--- src/rtl/ofw_pkg.sv ---
`timescale 1ns / 1ps
`default_nettype none

package ofw_pkg;

   // Field widths of the control word.
   localparam int OCT_W  = 4;
   localparam int DAC_W  = 10;
   localparam int CNF_W  = 2;
   localparam int WORD_W = 16;

   // Quotient bits kept by the divider. Within a valid band the quotient stays
   // below 2^QUO_W, so no saturation is needed.
   localparam int QUO_W = 12;

   // DAC = 2048 - floor(2078 * 2^(10 + oct) / f), clamped to 0..1023.
   localparam logic [QUO_W-1:0] NUM_SCALE   = 12'd2078;
   localparam int               SCALE_SHIFT = 10;
   localparam logic [QUO_W-1:0] DAC_MID     = 12'd2048;
   localparam logic [QUO_W-1:0] DAC_MAX     = 12'd1023;

   // Lower frequency threshold of each octave band; the last entry is the
   // first frequency above range.
   localparam int NUM_BANDS = 16;
   localparam logic [31:0] BAND_FLOOR [0:NUM_BANDS] = '{
      32'd1039,     32'd2076,     32'd4152,     32'd8304,
      32'd16610,    32'd33220,    32'd66430,    32'd132900,
      32'd265700,   32'd531400,   32'd1063000,  32'd2126000,
      32'd4252000,  32'd8503000,  32'd17010000, 32'd34010000,
      32'd68030000
   };

   typedef enum logic [1:0] {
      OP_SET_FREQ = 2'd0,
      OP_SET_RAW  = 2'd1,
      OP_ENABLE   = 2'd2,
      OP_DISABLE  = 2'd3
   } op_type;

   typedef enum logic [1:0] {
      ST_SENT  = 2'd0,
      ST_BELOW = 2'd1,
      ST_ABOVE = 2'd2,
      ST_NONE  = 2'd3
   } status_type;

   typedef enum logic {
      CSR_MAIN_CLK = 1'b0,
      CSR_INV_CLK  = 1'b1
   } csr_type;

   // Side information that travels with an item through the divider.
   typedef struct packed {
      status_type       status;
      logic             oe;
      logic             use_quo;
      logic [OCT_W-1:0] oct;
      logic [DAC_W-1:0] dac;
   } meta_type;

endpackage

`default_nettype wire

--- src/rtl/ofw_div_pipe.sv ---
`timescale 1ns / 1ps
`default_nettype none

// Restoring divider, one quotient bit per register stage, most significant first.
module ofw_div_pipe #(
   parameter int DEN_W = 27
) (
   input  wire logic                                clock,
   input  wire logic                                reset,
   input  wire logic                                advance,
   input  wire logic                                in_valid,
   input  wire logic [DEN_W+ofw_pkg::QUO_W-1:0]     in_num,
   input  wire logic [DEN_W-1:0]                    in_den,
   input  wire ofw_pkg::meta_type                   in_meta,
   output logic                                     out_valid,
   output logic [ofw_pkg::QUO_W-1:0]                out_quo,
   output ofw_pkg::meta_type                        out_meta
);
   import ofw_pkg::*;

   localparam int REM_W = DEN_W + QUO_W;

   logic             valid_ff [QUO_W];
   logic [REM_W-1:0] rem_ff   [QUO_W-1];
   logic [DEN_W-1:0] den_ff   [QUO_W-1];
   logic [QUO_W-1:0] quo_ff   [QUO_W];
   meta_type         meta_ff  [QUO_W];

   for (genvar j = 0; j < QUO_W; j++) begin : g_stage
      localparam int SH = QUO_W - 1 - j;

      logic             valid_cur;
      logic [REM_W-1:0] rem_cur;
      logic [DEN_W-1:0] den_cur;
      logic [QUO_W-1:0] quo_cur;
      meta_type         meta_cur;
      logic [REM_W-1:0] den_sh;
      logic [REM_W-1:0] diff;
      logic             take;
      logic [QUO_W-1:0] quo_in;

      if (j == 0) begin : g_first
         assign valid_cur = in_valid;
         assign rem_cur   = in_num;
         assign den_cur   = in_den;
         assign quo_cur   = '0;
         assign meta_cur  = in_meta;
      end else begin : g_next
         assign valid_cur = valid_ff[j-1];
         assign rem_cur   = rem_ff[j-1];
         assign den_cur   = den_ff[j-1];
         assign quo_cur   = quo_ff[j-1];
         assign meta_cur  = meta_ff[j-1];
      end

      assign den_sh = REM_W'(den_cur) << SH;
      assign take   = (rem_cur >= den_sh);
      assign diff   = rem_cur - den_sh;

      always_comb begin
         quo_in     = quo_cur;
         quo_in[SH] = take;
      end

      always_ff @(posedge clock) begin
         if (reset) begin
            valid_ff[j] <= 1'b0;
         end else if (advance) begin
            valid_ff[j] <= valid_cur;
         end
      end

      always_ff @(posedge clock) begin
         if (advance) begin
            quo_ff[j]  <= quo_in;
            meta_ff[j] <= meta_cur;
         end
      end

      // The partial remainder and divisor are only needed by a later stage.
      if (j < QUO_W - 1) begin : g_rem
         always_ff @(posedge clock) begin
            if (advance) begin
               rem_ff[j] <= take ? diff : rem_cur;
               den_ff[j] <= den_cur;
            end
         end
      end
   end

   assign out_valid = valid_ff[QUO_W-1];
   assign out_quo   = quo_ff[QUO_W-1];
   assign out_meta  = meta_ff[QUO_W-1];

endmodule

`default_nettype wire

--- src/rtl/oscillator_frequency_word.sv ---
`timescale 1ns / 1ps
`default_nettype none

// Oscillator control-word builder. Each command transfer on the req_ channel
// produces exactly one result transfer on the rsp_ channel, in order. Opcode
// set-by-frequency picks the octave band from sixteen fixed thresholds and
// computes DAC = 2048 - floor(2078 * 2^(10+oct) / f), clamped to 0..1023;
// opcode set-raw takes octave and DAC code as given. The 16-bit word is
// octave in bits 15..12, DAC in bits 11..2 and both clock-configuration
// bits in 1..0, the latter being the inverses of the csr_ enable registers.
// Sending a word, or an enable command, drives the output enable high; a
// disable command drives it low; a frequency below 1039 Hz or at or above
// 68030000 Hz sends no word, leaves the output enable as it was and reports
// below-range or above-range status. The block is a fully pipelined design
// that accepts one command every clock cycle while the result is not
// stalled. A request transfer loads the input register, and then passes
// through the octave-select stage, twelve divider stages that each resolve
// one quotient bit, and the output register before its result appears on
// rsp_valid. When the result is stalled the whole pipeline holds, and
// req_stall is raised in the same cycle. Configuration writes are expected
// only while no command is in flight.
module oscillator_frequency_word #(
   parameter int FREQUENCY_WIDTH = 27
) (
   input  wire logic                        clock,
   input  wire logic                        reset,

   input  wire logic                        req_valid,
   output logic                             req_stall,
   input  wire logic [1:0]                  req_opcode,
   input  wire logic [FREQUENCY_WIDTH-1:0]  req_target_frequency,
   input  wire logic [ofw_pkg::OCT_W-1:0]   req_raw_octave,
   input  wire logic [ofw_pkg::DAC_W-1:0]   req_raw_dac,

   output logic                             rsp_valid,
   input  wire logic                        rsp_stall,
   output logic [ofw_pkg::WORD_W-1:0]       rsp_control_word,
   output logic [ofw_pkg::OCT_W-1:0]        rsp_octave_used,
   output logic [ofw_pkg::DAC_W-1:0]        rsp_dac_used,
   output logic [1:0]                       rsp_status,
   output logic                             rsp_output_enable,

   input  wire logic                        csr_write,
   input  wire logic                        csr_index,
   input  wire logic                        csr_data
);
   import ofw_pkg::*;

   localparam int REM_W = FREQUENCY_WIDTH + QUO_W;

   // The pipeline moves as a whole whenever the output register is empty or
   // its contents are being transferred out.
   logic advance;
   logic accept;

   assign advance   = !rsp_valid || !rsp_stall;
   assign req_stall = !advance;
   assign accept    = req_valid && advance;

   // Configuration registers.
   logic main_clk_ff;
   logic inv_clk_ff;

   always_ff @(posedge clock) begin
      if (reset) begin
         main_clk_ff <= 1'b1;
         inv_clk_ff  <= 1'b1;
      end else if (csr_write) begin
         unique case (csr_type'(csr_index))
            CSR_MAIN_CLK: main_clk_ff <= csr_data;
            CSR_INV_CLK:  inv_clk_ff  <= csr_data;
         endcase
      end
   end

   // Input decode. The output-enable level is the only state carried between
   // commands, and it is resolved here in transfer order so that later stages
   // only have to carry it along.
   logic [31:0] freq32;
   logic        below;
   logic        above;
   logic        oe_ff;
   logic        oe_in;
   meta_type    meta0;

   assign freq32 = 32'(req_target_frequency);
   assign below  = (freq32 < BAND_FLOOR[0]);
   assign above  = (freq32 >= BAND_FLOOR[NUM_BANDS]);

   always_comb begin
      oe_in         = oe_ff;
      meta0.status  = ST_NONE;
      meta0.use_quo = 1'b0;
      meta0.oct     = req_raw_octave;
      meta0.dac     = req_raw_dac;
      unique case (op_type'(req_opcode))
         OP_SET_FREQ: begin
            if (below) begin
               meta0.status = ST_BELOW;
            end else if (above) begin
               meta0.status = ST_ABOVE;
            end else begin
               meta0.status  = ST_SENT;
               meta0.use_quo = 1'b1;
               oe_in         = 1'b1;
            end
         end
         OP_SET_RAW: begin
            meta0.status = ST_SENT;
            oe_in        = 1'b1;
         end
         OP_ENABLE: begin
            oe_in = 1'b1;
         end
         OP_DISABLE: begin
            oe_in = 1'b0;
         end
      endcase
      meta0.oe = oe_in;
   end

   always_ff @(posedge clock) begin
      if (reset) begin
         oe_ff <= 1'b0;
      end else if (accept) begin
         oe_ff <= oe_in;
      end
   end

   // Stage 0: registered command.
   logic                       s0_valid_ff;
   meta_type                   s0_meta_ff;
   logic [FREQUENCY_WIDTH-1:0] s0_freq_ff;

   always_ff @(posedge clock) begin
      if (reset) begin
         s0_valid_ff <= 1'b0;
      end else if (advance) begin
         s0_valid_ff <= req_valid;
      end
   end

   always_ff @(posedge clock) begin
      if (advance) begin
         s0_meta_ff <= meta0;
         s0_freq_ff <= req_target_frequency;
      end
   end

   // Stage 1: octave band select and dividend. The thresholds rise
   // monotonically, so the band is the last threshold the frequency reaches.
   logic [31:0]      s0_freq32;
   logic [OCT_W-1:0] band;
   meta_type         meta1;
   logic [REM_W-1:0] num_in;

   assign s0_freq32 = 32'(s0_freq_ff);

   always_comb begin
      band = '0;
      for (int i = 1; i < NUM_BANDS; i++) begin
         if (s0_freq32 >= BAND_FLOOR[i]) begin
            band = OCT_W'(i);
         end
      end
      meta1 = s0_meta_ff;
      if (s0_meta_ff.use_quo) begin
         meta1.oct = band;
      end
   end

   assign num_in = REM_W'(NUM_SCALE) << (SCALE_SHIFT + int'(meta1.oct));

   logic                       s1_valid_ff;
   meta_type                   s1_meta_ff;
   logic [FREQUENCY_WIDTH-1:0] s1_freq_ff;
   logic [REM_W-1:0]           s1_num_ff;

   always_ff @(posedge clock) begin
      if (reset) begin
         s1_valid_ff <= 1'b0;
      end else if (advance) begin
         s1_valid_ff <= s0_valid_ff;
      end
   end

   always_ff @(posedge clock) begin
      if (advance) begin
         s1_meta_ff <= meta1;
         s1_freq_ff <= s0_freq_ff;
         s1_num_ff  <= num_in;
      end
   end

   // Divider pipeline. Items that need no quotient pass through it unchanged.
   logic             div_valid;
   logic [QUO_W-1:0] div_quo;
   meta_type         div_meta;

   ofw_div_pipe #(
      .DEN_W (FREQUENCY_WIDTH)
   ) u_div (
      .clock     (clock),
      .reset     (reset),
      .advance   (advance),
      .in_valid  (s1_valid_ff),
      .in_num    (s1_num_ff),
      .in_den    (s1_freq_ff),
      .in_meta   (s1_meta_ff),
      .out_valid (div_valid),
      .out_quo   (div_quo),
      .out_meta  (div_meta)
   );

   // Output stage: DAC clamp and word packing.
   logic [QUO_W-1:0]  dac_diff;
   logic [DAC_W-1:0]  dac_calc;
   logic [OCT_W-1:0]  oct_out;
   logic [DAC_W-1:0]  dac_out;
   logic [WORD_W-1:0] word_out;
   logic [CNF_W-1:0]  cnf;

   assign dac_diff = DAC_MID - div_quo;
   assign cnf      = {!inv_clk_ff, !main_clk_ff};

   always_comb begin
      if (div_quo >= DAC_MID) begin
         dac_calc = '0;
      end else if (dac_diff > DAC_MAX) begin
         dac_calc = DAC_W'(DAC_MAX);
      end else begin
         dac_calc = dac_diff[DAC_W-1:0];
      end

      if (div_meta.status == ST_SENT) begin
         oct_out  = div_meta.oct;
         dac_out  = div_meta.use_quo ? dac_calc : div_meta.dac;
         word_out = {oct_out, dac_out, cnf};
      end else begin
         oct_out  = '0;
         dac_out  = '0;
         word_out = '0;
      end
   end

   logic              rsp_valid_ff;
   logic [WORD_W-1:0] rsp_word_ff;
   logic [OCT_W-1:0]  rsp_oct_ff;
   logic [DAC_W-1:0]  rsp_dac_ff;
   status_type        rsp_status_ff;
   logic              rsp_oe_ff;

   always_ff @(posedge clock) begin
      if (reset) begin
         rsp_valid_ff <= 1'b0;
      end else if (advance) begin
         rsp_valid_ff <= div_valid;
      end
   end

   always_ff @(posedge clock) begin
      if (advance) begin
         rsp_word_ff   <= word_out;
         rsp_oct_ff    <= oct_out;
         rsp_dac_ff    <= dac_out;
         rsp_status_ff <= div_meta.status;
         rsp_oe_ff     <= div_meta.oe;
      end
   end

   assign rsp_valid         = rsp_valid_ff;
   assign rsp_control_word  = rsp_word_ff;
   assign rsp_octave_used   = rsp_oct_ff;
   assign rsp_dac_used      = rsp_dac_ff;
   assign rsp_status        = rsp_status_ff;
   assign rsp_output_enable = rsp_oe_ff;

endmodule

`default_nettype wire

--- config.mk ---
export PLATFORM = sky130hd
export DESIGN_NAME = oscillator_frequency_word
export DESIGN_NICKNAME = d
export VERILOG_FILES = /design/src/rtl/ofw_pkg.sv /design/src/rtl/ofw_div_pipe.sv /design/src/rtl/oscillator_frequency_word.sv
export SDC_FILE = /design/constraint.sdc
export NUM_CORES = 2
export LEC_CHECK = 0
export BUFFER_PORTS_ARGS = -buffer_cell sky130_fd_sc_hd__buf_2
export CORE_AREA = 2 2 295 297
export DETAILED_ROUTE_END_ITERATION = 8
export DIE_AREA = 0 0 297 299
export PLACE_DENSITY_LB_ADDON = 0.12
export SETUP_SLACK_MARGIN = 0.3
export SLEW_MARGIN = 30
export SYNTH_ARGS = -nofsm -noshare
export SYNTH_HDL_FRONTEND = slang
export SYNTH_SLANG_ARGS = --single-unit
--- constraint.sdc ---
create_clock -name clock -period 96.8 [get_ports clock]
set_input_delay 14.52 -clock clock [delete_from_list [all_inputs] [get_ports clock]]
set_output_delay 14.52 -clock clock [all_outputs]
set_load 0.005 [all_outputs]
# Word-level counts from Yosys, hierarchy flattened

Memory sizes are Yosys's and may differ from the RTL's. A register that Yosys moved wholly into a read port is not among the register bits.
Cells that the tools add are included.

Add/subtract/negate cells: 13
Magnitude comparators: 31
Equal/unequal tests: 3
Shift operators: 1
Mux-type cells: 55
Bitwise operators: 14
Reduce and logical (&&, ||, !) cells: 13

Operator list:

| kind                                              | number |
|---|---|
| 2-to-1 mux 39 bit                                 | 11 |
| 2-to-1 mux 4 bit                                  | 15 |
| >= comparator 39 x 27 -> 1 bit                    | 1 |
| >= comparator 39 x 28 -> 1 bit                    | 1 |
| >= comparator 39 x 29 -> 1 bit                    | 1 |
| >= comparator 39 x 30 -> 1 bit                    | 1 |
| >= comparator 39 x 31 -> 1 bit                    | 1 |
| >= comparator 39 x 32 -> 1 bit                    | 1 |
| >= comparator 39 x 33 -> 1 bit                    | 1 |
| >= comparator 39 x 34 -> 1 bit                    | 1 |
| >= comparator 39 x 35 -> 1 bit                    | 1 |
| >= comparator 39 x 36 -> 1 bit                    | 1 |
| >= comparator 39 x 37 -> 1 bit                    | 1 |
| >= comparator 39 x 38 -> 1 bit                    | 1 |
| left shift 12 x 5 -> 39 bit, first input constant | 1 |
| subtractor 39 x 28 -> 39 bit                      | 1 |
| subtractor 39 x 29 -> 39 bit                      | 1 |
| subtractor 39 x 30 -> 39 bit                      | 1 |
| subtractor 39 x 31 -> 39 bit                      | 1 |
| subtractor 39 x 32 -> 39 bit                      | 1 |
| subtractor 39 x 33 -> 39 bit                      | 1 |
| subtractor 39 x 34 -> 39 bit                      | 1 |
| subtractor 39 x 35 -> 39 bit                      | 1 |
| subtractor 39 x 36 -> 39 bit                      | 1 |
| other kinds (38)                                  | 82 |

Register bits: 167
Bits in writable memories: 1,098
Input port bits: 50
Output and inout port bits: 35
Logic and storage cells: 158
Memories: 5

Memory list:

| name           | depth | bits a word | read ports | clocked after Yosys merged registers in | wr ports | RTL line           | text |
|---|---|---|---|---|---|---|---|
| u_div.rem_ff   | 11    | 39          | 11         | 0                                       | 11       | ofw_div_pipe.sv:24 | `logic [REM_W-1:0] rem_ff [QUO_W-1];` |
| u_div.den_ff   | 11    | 27          | 11         | 0                                       | 11       | ofw_div_pipe.sv:25 | `logic [DEN_W-1:0] den_ff [QUO_W-1];` |
| u_div.meta_ff  | 12    | 18          | 12         | 0                                       | 12       | ofw_div_pipe.sv:27 | `meta_type meta_ff [QUO_W];` |
| u_div.quo_ff   | 12    | 12          | 12         | 0                                       | 12       | ofw_div_pipe.sv:26 | `logic [QUO_W-1:0] quo_ff [QUO_W];` |
| u_div.valid_ff | 12    | 1           | 12         | 1                                       | 12       | ofw_div_pipe.sv:23 | `logic valid_ff [QUO_W];` |

# Depth between registers and ports, before layout

Word-level depth: 19
Mapped depth: 15
Gate-level depth less buffers: 13

# Cells and area by module

A second synthesis with hierarchy kept.

Cell total of the unflattened synthesis: 4,992
Area, all modules: 59,897.4 sq um

By module, submodules not included:

| module                    | times used | cells each | area each (sq um) | seq. area each (sq um) |
|---|---|---|---|---|
| ofw_div_pipe              | 1          | 4,458      | 52,998.3          | 30,989.7 |
| oscillator_frequency_word | 1          | 534        | 6,899.1           | 4,534.3 |

# Least setup slack after synthesis

Ideal clock, no wire load.

Kind: input -> output
From: input port rsp_stall
To: output port req_stall
Arrival: 42.135 ns
Required time: 82.280 ns
Path slack: 40.145 ns
Cell stages on the path: 2
Path buffers: 0
Path through: nand2_1 inv_1

Cells in the longest elaborated chain, start to end: 3

Ends and longest elaborated chain:

| element            | RTL line                        | text |
|---|---|---|
| start: declaration | oscillator_frequency_word.sv:36 | `input wire logic rsp_stall,` |
| logical NOT 1 bit  | oscillator_frequency_word.sv:56 | `assign advance = !rsp_valid \|\| !rsp_stall;` |
| logical OR 1 bit   | oscillator_frequency_word.sv:56 |  |
| logical NOT 1 bit  | oscillator_frequency_word.sv:57 | `assign req_stall = !advance;` |
| end: declaration   | oscillator_frequency_word.sv:29 | `output logic req_stall,` |

No other way between the ends.

# Worst setup path after layout

Same ends and word-level chain as after synthesis.

==> metrics.txt <==
minimum clock period 30.05 ns; routed length per instance 18.61 um; Post-Synth Adder-Cell Area 0.07389; grt ovf 0; Die X 297 um; total CTS buffers 117; worst vdd ir 0.01727 mV; TNS Setup 0 ns; remaining antenna violation count 0; largest net degree at the start of global routing 199; RSZ-0062 raised after global routing false; Ports 85; share of layout cells above drive strength 1 0.08045; commonest non-fill, non-tap cell in the layout edfxtp_1; Synth Area in Compound Gates 0.1236; syn nets 5,239; first-pass GRT wire length 184.8 mm; final total power 1822 uW; Synth Register Bits 1,174; Metal-1 WL 42.10 mm; Power per Cell Area 28.46 nW/um^2; Critical R2R Capture s1_num_ff[15]; CTS tree done; final hold vios 0; hold_sp u_div.meta_ff[2][42]; hold_buf cts 0; fin util 0.7450; row count 108; Post-synth top flop edfxtp_1; mux contribution to synthesized area 0.01450; Filler cells 5,666; Worst R2R Start s0_freq_ff[22]; Synth Cell Area 58,690 sq um; clk_lat worst skew 0.73 ns; initial drt markers 2,320; Final Max Tran Viols 0; Final period util 0.3105; post-synthesis xor/xnor area fraction 0.04328; Post-Place Worst Slack 66.69 ns; sequential element share of the synthesized area 0.5997; critical path class in2out; clock skew 0.03898 ns; Max-slew headroom 0.3162; Hold Crit Depth 0; met2 wire length 61.61 mm; DRC viols 0; Peak Freq 33.27 MHz; max-cap viol count 0; clk root buf clkbuf_16; top sig layer met4; CP required 82.28 ns; reg2reg path depth 13; synthesized area per cell 12.10 sq um; Vias/cell 5.985; initial core utilization 0.6829; Reg2Reg Setup Slack 92.13 ns; vias in the first global route 36,680; worst setup margin 66.75 ns; worst hold path type reg2reg; Yosys top cell by area edfxtp_1; Async S/R FF share, synth 0; Crit Path Max Fanout 53; Nets 5,361; Worst Setup End Kind output port; status finished, final reports clean; die height 299 um; Routed WL 115.7 mm; Post-Syn Instances 4,849; CTS clk-pin slew, worst paths 0.06 ns; Post-CTS Setup Bufs 0; H-tree depth 3; Lkg Pwr 0.02614 uW; Synth Warn # 0; clock buffer depth 3; top post-synthesis cells by area edfxtp_1 60%, ha_1 7.0%, inv_1 2.7%, a21oi_1 2.7%, xnor2_1 2.5%; Clock Sinks 1,174; Die Area 88,800 sq um; IO Port Bufs 84; Hold Path End u_div.meta_ff[2][60]; most frequent cells in the layout 1,168 x edfxtp_1, 418 x inv_1, 369 x nand2_1, 329 x ha_1, 318 x nor2_1; Detailed Place HPWL 84.40 mm; antenna diode instance count 0; antenna violations before repair 1; final setup vio count 0; dominant combinational cell family by area after synthesis compound AO/OA/AOI/OAI gates; Critical Path Source Type input pin; post_cts resized 0; Synth top area share 0.5976; post-synth cell types 103; Area growth, synth to finish 9.101%; DR pass1 iterations 8; Worst-Margin Slew 1.016 ns; All-Layer GR Usage 0.2614; Simple-Gate Fraction of Synth Area 0.1088; critical path arrival 15.53 ns; DR vias 37,190; GP Congestion 1.013; Post-synth EDFFs 1,168; Std-Cell Core Area 85,940 sq um; metal3 WL 4.445 mm
[how the worst max path moves through the flow]
stage | end | start | slack [ns]
2_1_floorplan | req_stall | rsp_stall | 40.14
3_3_place_gp | req_stall | rsp_stall | 66.71
3_5_place_dp | req_stall | rsp_stall | 66.69
4_1_cts | req_stall | rsp_stall | 66.69
5_1_grt | req_stall | rsp_stall | 66.60
6_report | req_stall | rsp_stall | 66.75
[flip-flops by register name, summed over array words and instances (netlist names), 14 cells and up]
name / cells
u_div.rem_ff: 418
u_div.den_ff: 297
u_div.meta_ff: 216
u_div.quo_ff: 78
s1_num_ff: 38
s0_freq_ff: 27
s1_freq_ff: 27
s1_meta_ff: 18
rsp_control_word: 16
meta1: 14
[synthesized netlist by cell type, drive strengths merged (10+ instances only)]
master and instances:
a21oi 312, fa 11, buf 48, clkbuf 63, and4 10, mux2i 19
a2111oi 12, xnor2 166, a21o 120, a31o 12, nor2 322, ha 329
o41ai 10, o22ai 10, nand2b 67, nor4 47, a31oi 37, and3 38
or3 29, o31a 12, or2 24, inv 419, nand2 372, nor3 96
o211ai 29, nand3b 13, o2111ai 13, nand4 55, o21ai 292, o21bai 33
and2 39, o31ai 40, edfxtp 1168, nand3 84, mux2 57, a211oi 34
o21a 66, a21boi 13, or4 17, nor2b 53, xor2 124
[routing by layer]
layer	up-vias	track usage
met4	0	0.1647
met3	329	0.03133
met2	1022	0.4966
li1	18190	-
met1	17650	0.2732
met5	-	0
[worst max-delay path, stage by stage]
cell and delay, ns:
buf_2 0.12, nand2_4 0.47, inv_1 0.23, buf_2 0.19
[cell type report]
type                       instances  area [sq um]  share of cell area
timing repair buffer             114         681.9             0.01065
multi-input combinational       3144         21400              0.3343
clock buffer                     139          3050             0.04764
inverter                         420          1582             0.02470
tap                             1155          1445             0.02257
clock inverter                    68         673.1             0.01051
sequential                      1174         35190              0.5497
[cells by family (layout without fill, tap and decap cells)]
| family | after synthesis | count (layout) |
|---|---|---|
| AOI/OAI and AO/OA | 1135 | 1135 |
| xor gates and xnor gates | 290 | 290 |
| adders and majority gates | 340 | 340 |
| buffers and inverters | 531 | 741 |
| DFF | 1174 | 1174 |
| muxes | 76 | 76 |
| and+or+nand+nor | 1303 | 1303 |
[power by group]
group / internal (uW) / switching [uW]
clock network: 246 / 186
registers: 704 / 62.0
logic: 277 / 347
total: 1230 / 596
[per-stage QoR]
step / hold slack (ns) / cells / area, sq um
floorplan: 0.4003 / 4849 / 58690
global placement: 0.4002 / 6006 / 60270
detailed placement: 0.4045 / 6006 / 60280
CTS: 0.4084 / 6213 / 64000
global route: 0.4200 / 6214 / 64030
finish: 0.4088 / 6214 / 64030
(Power assumes the default switching activity.)
